### src/sv/bfnc_pkg.sv
package bfnc_pkg;

    localparam int NV_MAX    = 8;
    localparam int VW        = 3;
    localparam int PW        = 4;
    localparam int DW        = 48;
    localparam int WW        = 32;
    localparam int IDS_W     = 36;
    localparam int LEN_W     = 4;
    localparam int EDGE_W    = 2 * VW + WW;
    localparam logic [PW-1:0] NONE_VTX = 4'hF;

    localparam logic OP_LOAD = 1'b0;
    localparam logic OP_RUN  = 1'b1;

    localparam logic CFG_NUM_VERTICES = 1'b0;
    localparam logic CFG_NUM_EDGES    = 1'b1;

    typedef struct packed {
        logic run_init;
        logic lat_a;
        logic lat_b;
        logic relax_upd;
        logic walk_init;
        logic walk_step;
        logic trace_init;
        logic trace_step;
        logic push_cycle;
        logic push_final;
    } cmd_t;

    typedef struct packed {
        logic            run_skip;
        logic            rel;
        logic            seen_b;
        logic            walk_bad;
        logic            tr_closed;
        logic            tr_end;
        logic            out_free;
        logic            pend_valid;
        logic [PW-1:0]   nv_eff;
    } sts_t;

endpackage

### src/sv/bellman_ford_negative_cycle_core.sv
// negative cycle detector over a graph of up to eight vertices. a load item (tuser low)
// writes one edge into the edge store. a run item (tuser high) resets distances,
// relaxes edges 0..num_edges-1 num_vertices-1 times, then checks every edge once more;
// each edge that still relaxes onto an unseen vertex starts a parent walk and, if the
// walk stays on valid parents, a trace, and the cycle goes out newest vertex first with
// the closing vertex repeated. a run whose source vertex is out of range or that has no
// edges skips straight to its final result. one result per cycle found, tlast on the
// final one; a run with none gives one result with tuser low. each edge visit is four
// steps of the controller (edge store read, source distance read, saturating add with
// destination read, compare and update) through the single distance read port. no new
// item is accepted until the run has handed its final result to the output register.
module bellman_ford_negative_cycle_core #(
    parameter int MAX_EDGES = 64
) (
    input  logic        clk,
    input  logic        rst_n,
    input  logic        s_tvalid,
    output logic        s_tready,
    // edge_index[5:0], edge_src[8:6], edge_dst[11:9], edge_weight[43:12],
    // source_vertex[46:44], zero fill
    input  logic [47:0] s_tdata,
    // op
    input  logic        s_tuser,
    output logic        m_tvalid,
    input  logic        m_tready,
    // cycle_vertices[35:0], cycle_length[39:36]
    output logic [39:0] m_tdata,
    // found
    output logic        m_tuser,
    output logic        m_tlast,
    input  logic        cfg_we,
    input  logic        cfg_index,
    input  logic [6:0]  cfg_wdata
);
    import bfnc_pkg::*;

    localparam int ECW = $clog2(MAX_EDGES + 1);
    localparam int AW  = (MAX_EDGES > 1) ? $clog2(MAX_EDGES) : 1;

    cmd_t           cmd;
    sts_t           sts;
    logic [ECW-1:0] edge_cnt;
    logic [ECW-1:0] ne_eff;
    logic           idle;
    logic           in_acc;
    logic [IDS_W-1:0] out_ids;
    logic [LEN_W-1:0] out_len;

    assign s_tready = idle;
    assign in_acc   = s_tvalid && idle;
    assign m_tdata  = {out_len, out_ids};

    bfnc_ctrl #(
        .ECW (ECW)
    ) u_ctrl (
        .clk       (clk),
        .rst_n     (rst_n),
        .run_start (in_acc && (s_tuser == OP_RUN)),
        .ne_eff    (ne_eff),
        .sts       (sts),
        .cmd       (cmd),
        .edge_cnt  (edge_cnt),
        .idle      (idle)
    );

    bfnc_datapath #(
        .MAX_EDGES (MAX_EDGES),
        .ECW       (ECW),
        .AW        (AW)
    ) u_dp (
        .clk        (clk),
        .rst_n      (rst_n),
        .cmd        (cmd),
        .sts        (sts),
        .edge_cnt   (edge_cnt),
        .ne_eff     (ne_eff),
        .load_en    (in_acc && (s_tuser == OP_LOAD)),
        .ld_index   (s_tdata[5:0]),
        .ld_src     (s_tdata[8:6]),
        .ld_dst     (s_tdata[11:9]),
        .ld_weight  (s_tdata[43:12]),
        .run_source (s_tdata[46:44]),
        .cfg_we     (cfg_we),
        .cfg_index  (cfg_index),
        .cfg_wdata  (cfg_wdata),
        .out_valid  (m_tvalid),
        .out_ready  (m_tready),
        .out_found  (m_tuser),
        .out_ids    (out_ids),
        .out_len    (out_len),
        .out_last   (m_tlast)
    );

endmodule

### src/sv/bfnc_ctrl.sv
module bfnc_ctrl #(
    parameter int ECW = 7
) (
    input  logic              clk,
    input  logic              rst_n,
    input  logic              run_start,
    input  logic [ECW-1:0]    ne_eff,
    input  bfnc_pkg::sts_t    sts,
    output bfnc_pkg::cmd_t    cmd,
    output logic [ECW-1:0]    edge_cnt,
    output logic              idle
);
    import bfnc_pkg::*;

    localparam logic [3:0] S_IDLE  = 4'd0;
    localparam logic [3:0] S_RD    = 4'd1;
    localparam logic [3:0] S_EA    = 4'd2;
    localparam logic [3:0] S_EB    = 4'd3;
    localparam logic [3:0] S_CMP   = 4'd4;
    localparam logic [3:0] S_WALK  = 4'd5;
    localparam logic [3:0] S_TRI   = 4'd6;
    localparam logic [3:0] S_TRACE = 4'd7;
    localparam logic [3:0] S_EMIT  = 4'd8;
    localparam logic [3:0] S_FIN   = 4'd9;

    logic [3:0]     state_reg, state_next;
    logic [ECW-1:0] e_reg, e_next;
    logic [PW-1:0]  pass_reg, pass_next;
    logic [PW-1:0]  wcnt_reg, wcnt_next;
    logic           final_pass;
    logic           go_next;

    assign final_pass = (pass_reg == sts.nv_eff - 4'd1);
    assign edge_cnt   = e_reg;
    assign idle       = (state_reg == S_IDLE);

    always_comb
    begin
        state_next = state_reg;
        e_next     = e_reg;
        pass_next  = pass_reg;
        wcnt_next  = wcnt_reg;
        cmd        = '0;
        go_next    = 1'b0;
        case (state_reg)
            S_IDLE:
            begin
                if (run_start)
                begin
                    cmd.run_init = 1'b1;
                    e_next       = '0;
                    pass_next    = '0;
                    state_next   = sts.run_skip ? S_FIN : S_RD;
                end
            end
            S_RD:
                state_next = S_EA;
            S_EA:
            begin
                cmd.lat_a  = 1'b1;
                state_next = S_EB;
            end
            S_EB:
            begin
                cmd.lat_b  = 1'b1;
                state_next = S_CMP;
            end
            S_CMP:
            begin
                if (!final_pass)
                begin
                    cmd.relax_upd = 1'b1;
                    go_next       = 1'b1;
                end
                else if (sts.rel && !sts.seen_b)
                begin
                    cmd.walk_init = 1'b1;
                    wcnt_next     = '0;
                    state_next    = S_WALK;
                end
                else
                    go_next = 1'b1;
            end
            S_WALK:
            begin
                if (sts.walk_bad)
                    go_next = 1'b1;
                else
                begin
                    cmd.walk_step = 1'b1;
                    if (wcnt_reg == sts.nv_eff - 4'd1)
                        state_next = S_TRI;
                    else
                        wcnt_next = wcnt_reg + 4'd1;
                end
            end
            S_TRI:
            begin
                cmd.trace_init = 1'b1;
                state_next     = S_TRACE;
            end
            S_TRACE:
            begin
                cmd.trace_step = 1'b1;
                if (sts.tr_closed)
                    state_next = S_EMIT;
                else if (sts.tr_end)
                    go_next = 1'b1;
            end
            S_EMIT:
            begin
                if (!sts.pend_valid || sts.out_free)
                begin
                    cmd.push_cycle = 1'b1;
                    go_next        = 1'b1;
                end
            end
            S_FIN:
            begin
                if (sts.out_free)
                begin
                    cmd.push_final = 1'b1;
                    state_next     = S_IDLE;
                end
            end
            default:
                state_next = S_IDLE;
        endcase

        if (go_next)
        begin
            state_next = S_RD;
            if (e_reg == ne_eff - {{(ECW-1){1'b0}}, 1'b1})
            begin
                e_next = '0;
                if (final_pass)
                    state_next = S_FIN;
                else
                    pass_next = pass_reg + 4'd1;
            end
            else
                e_next = e_reg + {{(ECW-1){1'b0}}, 1'b1};
        end
    end

    always_ff @(posedge clk or negedge rst_n)
    begin
        if (!rst_n)
        begin
            state_reg <= S_IDLE;
            e_reg     <= '0;
            pass_reg  <= '0;
            wcnt_reg  <= '0;
        end
        else
        begin
            state_reg <= state_next;
            e_reg     <= e_next;
            pass_reg  <= pass_next;
            wcnt_reg  <= wcnt_next;
        end
    end

endmodule

### src/sv/bfnc_datapath.sv
module bfnc_datapath #(
    parameter int MAX_EDGES = 64,
    parameter int ECW       = 7,
    parameter int AW        = 6
) (
    input  logic                    clk,
    input  logic                    rst_n,
    input  bfnc_pkg::cmd_t          cmd,
    output bfnc_pkg::sts_t          sts,
    input  logic [ECW-1:0]          edge_cnt,
    output logic [ECW-1:0]          ne_eff,
    input  logic                    load_en,
    input  logic [5:0]              ld_index,
    input  logic [bfnc_pkg::VW-1:0] ld_src,
    input  logic [bfnc_pkg::VW-1:0] ld_dst,
    input  logic [bfnc_pkg::WW-1:0] ld_weight,
    input  logic [bfnc_pkg::VW-1:0] run_source,
    input  logic                    cfg_we,
    input  logic                    cfg_index,
    input  logic [6:0]              cfg_wdata,
    output logic                    out_valid,
    input  logic                    out_ready,
    output logic                    out_found,
    output logic [bfnc_pkg::IDS_W-1:0] out_ids,
    output logic [bfnc_pkg::LEN_W-1:0] out_len,
    output logic                    out_last
);
    import bfnc_pkg::*;

    logic [EDGE_W-1:0]  mem [MAX_EDGES];
    logic [EDGE_W-1:0]  rd_data_reg;

    logic [3:0]         nv_cfg_reg;
    logic [6:0]         ne_cfg_reg;
    logic [PW-1:0]      nv_eff;

    logic signed [DW-1:0] dist_reg [NV_MAX];
    logic [NV_MAX-1:0]    dvalid_reg;
    logic [PW-1:0]        parent_reg [NV_MAX];
    logic [NV_MAX-1:0]    seen_reg;

    logic [VW-1:0]        a_reg, b_reg;
    logic [WW-1:0]        w_reg;
    logic                 inr_reg;
    logic signed [DW-1:0] da_reg, db_reg, sum_reg;
    logic                 va_reg, vb_reg;
    logic signed [DW:0]   sum_full;
    logic signed [DW-1:0] sum_sat;
    logic [VW-1:0]        mem_a, mem_b, rd_vtx;

    logic [VW-1:0]        c_reg, k_reg;
    logic [LEN_W-1:0]     len_reg;
    logic [IDS_W-1:0]     ids_reg;
    logic [PW-1:0]        par_c, par_k;

    logic                 pend_valid_reg;
    logic [IDS_W-1:0]     pend_ids_reg;
    logic [LEN_W-1:0]     pend_len_reg;
    logic                 out_free;

    // clamped register values
    always_comb
    begin
        if (nv_cfg_reg == 4'd0)
            nv_eff = 4'd1;
        else if (nv_cfg_reg > 4'(NV_MAX))
            nv_eff = 4'(NV_MAX);
        else
            nv_eff = nv_cfg_reg;
        if (ne_cfg_reg > 7'(MAX_EDGES))
            ne_eff = ECW'(MAX_EDGES);
        else
            ne_eff = ECW'(ne_cfg_reg);
    end

    always_ff @(posedge clk or negedge rst_n)
    begin
        if (!rst_n)
        begin
            nv_cfg_reg <= 4'(NV_MAX);
            ne_cfg_reg <= '0;
        end
        else if (cfg_we)
        begin
            if (cfg_index == CFG_NUM_VERTICES)
                nv_cfg_reg <= cfg_wdata[3:0];
            else
                ne_cfg_reg <= cfg_wdata;
        end
    end

    // edge store
    always_ff @(posedge clk)
    begin
        if (load_en && (7'(ld_index) < 7'(MAX_EDGES)))
            mem[ld_index[AW-1:0]] <= {ld_src, ld_dst, ld_weight};
        rd_data_reg <= mem[edge_cnt[AW-1:0]];
    end

    assign mem_a  = rd_data_reg[EDGE_W-1 -: VW];
    assign mem_b  = rd_data_reg[WW +: VW];
    assign rd_vtx = cmd.lat_b ? b_reg : mem_a;

    assign sum_full = {da_reg[DW-1], da_reg} + (DW+1)'(signed'(w_reg));
    always_comb
    begin
        if (sum_full[DW] != sum_full[DW-1])
            sum_sat = sum_full[DW] ? {1'b1, {(DW-1){1'b0}}} : {1'b0, {(DW-1){1'b1}}};
        else
            sum_sat = sum_full[DW-1:0];
    end

    assign par_c = parent_reg[c_reg];
    assign par_k = parent_reg[k_reg];

    assign sts.rel = inr_reg && va_reg && (!vb_reg || (sum_reg < db_reg));
    assign sts.seen_b = seen_reg[b_reg];
    assign sts.walk_bad = (par_c >= nv_eff);
    assign sts.tr_closed = (k_reg == c_reg) && (len_reg != '0);
    assign sts.tr_end = (par_k >= nv_eff) || (len_reg >= nv_eff);
    assign sts.run_skip = (4'(run_source) >= nv_eff) || (ne_eff == '0);
    assign sts.out_free = out_free;
    assign sts.pend_valid = pend_valid_reg;
    assign sts.nv_eff = nv_eff;

    // relaxation datapath
    always_ff @(posedge clk)
    begin
        if (cmd.lat_a)
        begin
            a_reg   <= mem_a;
            b_reg   <= mem_b;
            w_reg   <= rd_data_reg[WW-1:0];
            inr_reg <= (4'(mem_a) < nv_eff) && (4'(mem_b) < nv_eff);
            da_reg  <= dist_reg[rd_vtx];
            va_reg  <= dvalid_reg[rd_vtx];
        end
        if (cmd.lat_b)
        begin
            sum_reg <= sum_sat;
            db_reg  <= dist_reg[rd_vtx];
            vb_reg  <= dvalid_reg[rd_vtx];
        end
        if (cmd.walk_init)
            c_reg <= b_reg;
        else if (cmd.walk_step)
            c_reg <= par_c[VW-1:0];
        if (cmd.trace_init)
        begin
            k_reg   <= c_reg;
            len_reg <= '0;
            ids_reg <= '0;
        end
        else if (cmd.trace_step)
        begin
            k_reg   <= par_k[VW-1:0];
            len_reg <= len_reg + 4'd1;
            ids_reg <= {ids_reg[IDS_W-PW-1:0], 1'b0, k_reg};
        end
        if (cmd.run_init)
            dist_reg[run_source] <= '0;
        else if (cmd.relax_upd && sts.rel)
            dist_reg[b_reg] <= sum_reg;
    end

    // vertex state
    always_ff @(posedge clk or negedge rst_n)
    begin
        if (!rst_n)
        begin
            dvalid_reg <= '0;
            seen_reg   <= '0;
            for (int i = 0; i < NV_MAX; i++)
                parent_reg[i] <= NONE_VTX;
        end
        else if (cmd.run_init)
        begin
            dvalid_reg <= {{(NV_MAX-1){1'b0}}, 1'b1} << run_source;
            seen_reg   <= '0;
            for (int i = 0; i < NV_MAX; i++)
                parent_reg[i] <= NONE_VTX;
        end
        else
        begin
            if (cmd.relax_upd && sts.rel)
            begin
                dvalid_reg[b_reg] <= 1'b1;
                parent_reg[b_reg] <= {1'b0, a_reg};
            end
            if (cmd.trace_step)
                seen_reg[k_reg] <= 1'b1;
        end
    end

    // result holding: one found cycle waits until it is known whether it is the last
    assign out_free = !out_valid || out_ready;

    always_ff @(posedge clk or negedge rst_n)
    begin
        if (!rst_n)
        begin
            out_valid      <= 1'b0;
            pend_valid_reg <= 1'b0;
        end
        else
        begin
            if (cmd.run_init)
                pend_valid_reg <= 1'b0;
            else if (cmd.push_cycle)
                pend_valid_reg <= 1'b1;
            else if (cmd.push_final)
                pend_valid_reg <= 1'b0;
            if ((cmd.push_cycle && pend_valid_reg) || cmd.push_final)
                out_valid <= 1'b1;
            else if (out_valid && out_ready)
                out_valid <= 1'b0;
        end
    end

    always_ff @(posedge clk)
    begin
        if (cmd.push_cycle)
        begin
            pend_ids_reg <= ids_reg;
            pend_len_reg <= len_reg;
            if (pend_valid_reg)
            begin
                out_found <= 1'b1;
                out_ids   <= pend_ids_reg;
                out_len   <= pend_len_reg;
                out_last  <= 1'b0;
            end
        end
        else if (cmd.push_final)
        begin
            out_found <= pend_valid_reg;
            out_ids   <= pend_valid_reg ? pend_ids_reg : '0;
            out_len   <= pend_valid_reg ? pend_len_reg : '0;
            out_last  <= 1'b1;
        end
    end

endmodule

### config.mk
export PLATFORM = sky130hd
export DESIGN_NAME = bellman_ford_negative_cycle_core
export DESIGN_NICKNAME = d
export VERILOG_FILES = /design/src/sv/bfnc_pkg.sv /design/src/sv/bellman_ford_negative_cycle_core.sv /design/src/sv/bfnc_ctrl.sv /design/src/sv/bfnc_datapath.sv
export SDC_FILE = /design/constraint.sdc
export NUM_CORES = 2
export LEC_CHECK = 0
export BUFFER_PORTS_ARGS = -buffer_cell sky130_fd_sc_hd__buf_2
export CAP_MARGIN = 30
export CORE_MARGIN = 1
export CORE_UTILIZATION = 63
export CTS_BUF_LIST = sky130_fd_sc_hd__clkbuf_16
export DETAILED_ROUTE_END_ITERATION = 16
export PLACE_DENSITY_LB_ADDON = 0.1
export SYNTH_ARGS = -nofsm -noshare
export SYNTH_HDL_FRONTEND = slang
export SYNTH_SLANG_ARGS = --single-unit
### constraint.sdc
create_clock -name clk -period 22.5 [get_ports clk]
set_input_delay 2.25 -clock clk [delete_from_list [all_inputs] [get_ports clk]]
set_output_delay 2.25 -clock clk [all_outputs]
set_load 0.02 [all_outputs]
==> out/qor.csv <==
metric,value,unit
status,completed,
mappedNetlistArea,126500,µm²
timing.slew.headroom,0.2696,
timing.setup.tns,0,ps
setup.worst_path.end_class,register,
layoutNonFillerInstCount,8945,
ctsRootBufferMaster,sky130_fd_sc_hd__clkbuf_16,
holdWs,402.6,ps
global_route_wire_length_before_repair,426400,µm
rsz0062_at_grt,no,
post_drt_via_cell_ratio,6.769,
cts_tree,built,
largest_net_degree_at_the_start_of_global_routing,106,
yosysWarningCount,0,
post-route-min-period,5485,ps
largest_reg_flops,2432,
violation_count_after_the_first_detailed_routing_iteration,7691,
placed_cells_incl_taps,8335,
post-route-worst-setup-slack,17010,ps
min_from,u_dp.rd_data_reg[29],
p_per_area,112.6,nW/µm²
die_width,450.0,µm
routed_wire_length_per_instance,33.15,µm
critical_path.cell_chain,"buf_2, nand2_1, nor3b_1, nand3_1, nor2_4, buf_4",
antenna_left,0,
yosys-top-cells-count,"sky130_fd_sc_hd__edfxtp_1, sky130_fd_sc_hd__mux4_2, sky130_fd_sc_hd__nor2_1",
regToRegStartpoint,u_ctrl.edge_cnt[0],
cellLeakagePower,45.13,nW
synth_area_leaders,"sky130_fd_sc_hd__edfxtp_1, sky130_fd_sc_hd__mux4_2, sky130_fd_sc_hd__ha_1",
nets,6224,
synth.largest_area_cell,sky130_fd_sc_hd__edfxtp_1,
report.final.slew_viol_count,0,
tritoncts.num_buffers,332,
number_of_flops_mapped_to_enable_cells_by_yosys,3071,
max_clock_freq,0.1823,GHz
boundaryPins,106,
routed_wirelength,296500,µm
hpwl,164500,µm
timing.hold.worst.class,register to register,
drv_cap,0,
syn_avg_cell_area,22.09,µm²
cp-startpoint,s_tvalid,
max-clock-path-buffers,4,
worst_ep_required_time,23060,ps
drc_violation_count_after_routing,0,
first_global_vias,61030,
r2r-end,u_dp.rd_data_reg[27],
path_delay_family,simple AND/OR/NAND/NOR gates,
timing.final.setup_violations,0,
grt_overflow,0,
total_iterations_of_the_first_detailed_routing_run,5,
cts_htree_levels,5,
number_of_cells_produced_by_synthesis,5724,
cp.buffers_inverters,2,
synth_ff_type,sky130_fd_sc_hd__edfxtp_1,
die_h,450.0,µm
grt_antenna_before_repair,28,
clk_latency,970,ps
post-cts-setup-buffers,0,
max_stage_delay,1040,ps
clock-skew-final,60.59,ps
timing_worst_slew_pin_value,1093,ps
cts_repair_resize_count,0,
crit_path_max_fanout,23,
worst-r2r-setup-slack,17040,ps
finalHoldViolations,0,
vias,60550,
floorplan.initialDensity,0.6334,
yosysTopAreaCellShare,0.7292,
final_layout_size_suffix_gt1_frac,0.2928,
worstRegToRegCells,9,
cts_hold_buf,0,
detailedPlace.worstSlack,16280,ps
whs_path_depth,0,
synth-seq-area-share,0.7563,
timing.hold.worst_endpoint,u_dp.w_reg[29],
port-buffer-count,95,
yosysMostFrequentCell,sky130_fd_sc_hd__edfxtp_1,
critPathArrivalTime,6040,ps
grt_usage,0.2962,
synth-async-reset-ratio,0.02484,
worstSetupStartpointType,input port,
synth_cell_types,89,
total_core_area,199700,µm²
period_share,0.2438,
die_area,202500,µm²
synth.ff_latch_count,3220,
critPathSlowestCell,sky130_fd_sc_hd__nor2_4,
placementRows,164,
ir_worst_vdd,0.0001088,V
areaGrowthSynthToFinish,12.16,%
critPathKind,input port to register,
gp_routability_congestion,0.8726,
clkSlewWorstSetupHoldPaths,60,ps
clock_sinks,3220,
## how the worst max path moves through the flow
stage / endpoint / cells after the start
floorplan: u_dp.a_reg[0] / 3
global placement: u_dp.rd_data_reg[27] / 7
detailed placement: u_dp.mem[47][0] / 6
CTS: u_dp.rd_data_reg[27] / 8
global route: u_dp.rd_data_reg[27] / 9
finish: u_dp.mem[47][0] / 6
## cells in the final DEF (no fill, tap or decap), types with 29 or more instances in the layout
master                      count
sky130_fd_sc_hd__a21o_1        53
sky130_fd_sc_hd__a21oi_1      116
sky130_fd_sc_hd__and2_1        49
sky130_fd_sc_hd__buf_12        35
sky130_fd_sc_hd__buf_2         94
sky130_fd_sc_hd__buf_4        119
sky130_fd_sc_hd__clkbuf_16    339
sky130_fd_sc_hd__clkinv_1      64
sky130_fd_sc_hd__clkinv_2      50
sky130_fd_sc_hd__dfrtp_1       42
sky130_fd_sc_hd__dfstp_2       33
sky130_fd_sc_hd__dfxtp_1       69
sky130_fd_sc_hd__edfxtp_1    3071
sky130_fd_sc_hd__ha_1         121
sky130_fd_sc_hd__inv_1        159
sky130_fd_sc_hd__mux2_2        68
sky130_fd_sc_hd__mux2i_1       33
sky130_fd_sc_hd__mux4_2       914
sky130_fd_sc_hd__nand2_1       98
sky130_fd_sc_hd__nor2_1       124
sky130_fd_sc_hd__nor2_4        64
sky130_fd_sc_hd__nor2b_1       45
sky130_fd_sc_hd__o21ai_0       49
sky130_fd_sc_hd__xor2_1        29
## layer usage
layer,share of wire,global-route usage
met5,0.00016,0
met4,0.036,0.1027
met3,0.085,0.04839
met2,0.49,0.4725
met1,0.39,0.4244
## logic make-up after synthesis
kind of cell,Yosys count,synth area share
compound gates,392,0.02118
xor+xnor,59,0.004343
fa+ha+maj,126,0.01245
buf+inv,367,0.01231
flops,3220,0.7563
mux,1018,0.1717
other cells,1,0.00002965
simple gates,541,0.02177
## layout make-up
class	count	area, µm²
Antenna cell	9	22.52
Fill cell	11540	57810
Sequential cell	3220	95660
Timing Repair Buffer	259	2367
Multi-Input combinational cell	2145	29920
Clock inverter	235	1765
Clock buffer	339	8483
Tap cell	2656	3323
Inverter	82	309.0
## metrics by stage
step                utilization  instance area, µm²  power (mW)
detailed placement       0.6562              131000       10.88
floorplan                     -              126500       9.979
global placement         0.6544              130700       10.83
global route             0.7104              141800       16.53
finish                   0.7105              141900       15.98
CTS                      0.7075              141300       16.06
## where the power goes
| part | internal [mW] | leakage [nW] | switching [mW] |
|---|---|---|---|
| logic | 1.82 | 10.9 | 1.82 |
| clock network | 3.03 | 5.33 | 2.19 |
| registers | 6.90 | 28.9 | 0.213 |
Power figures use the tool's default switching activity.
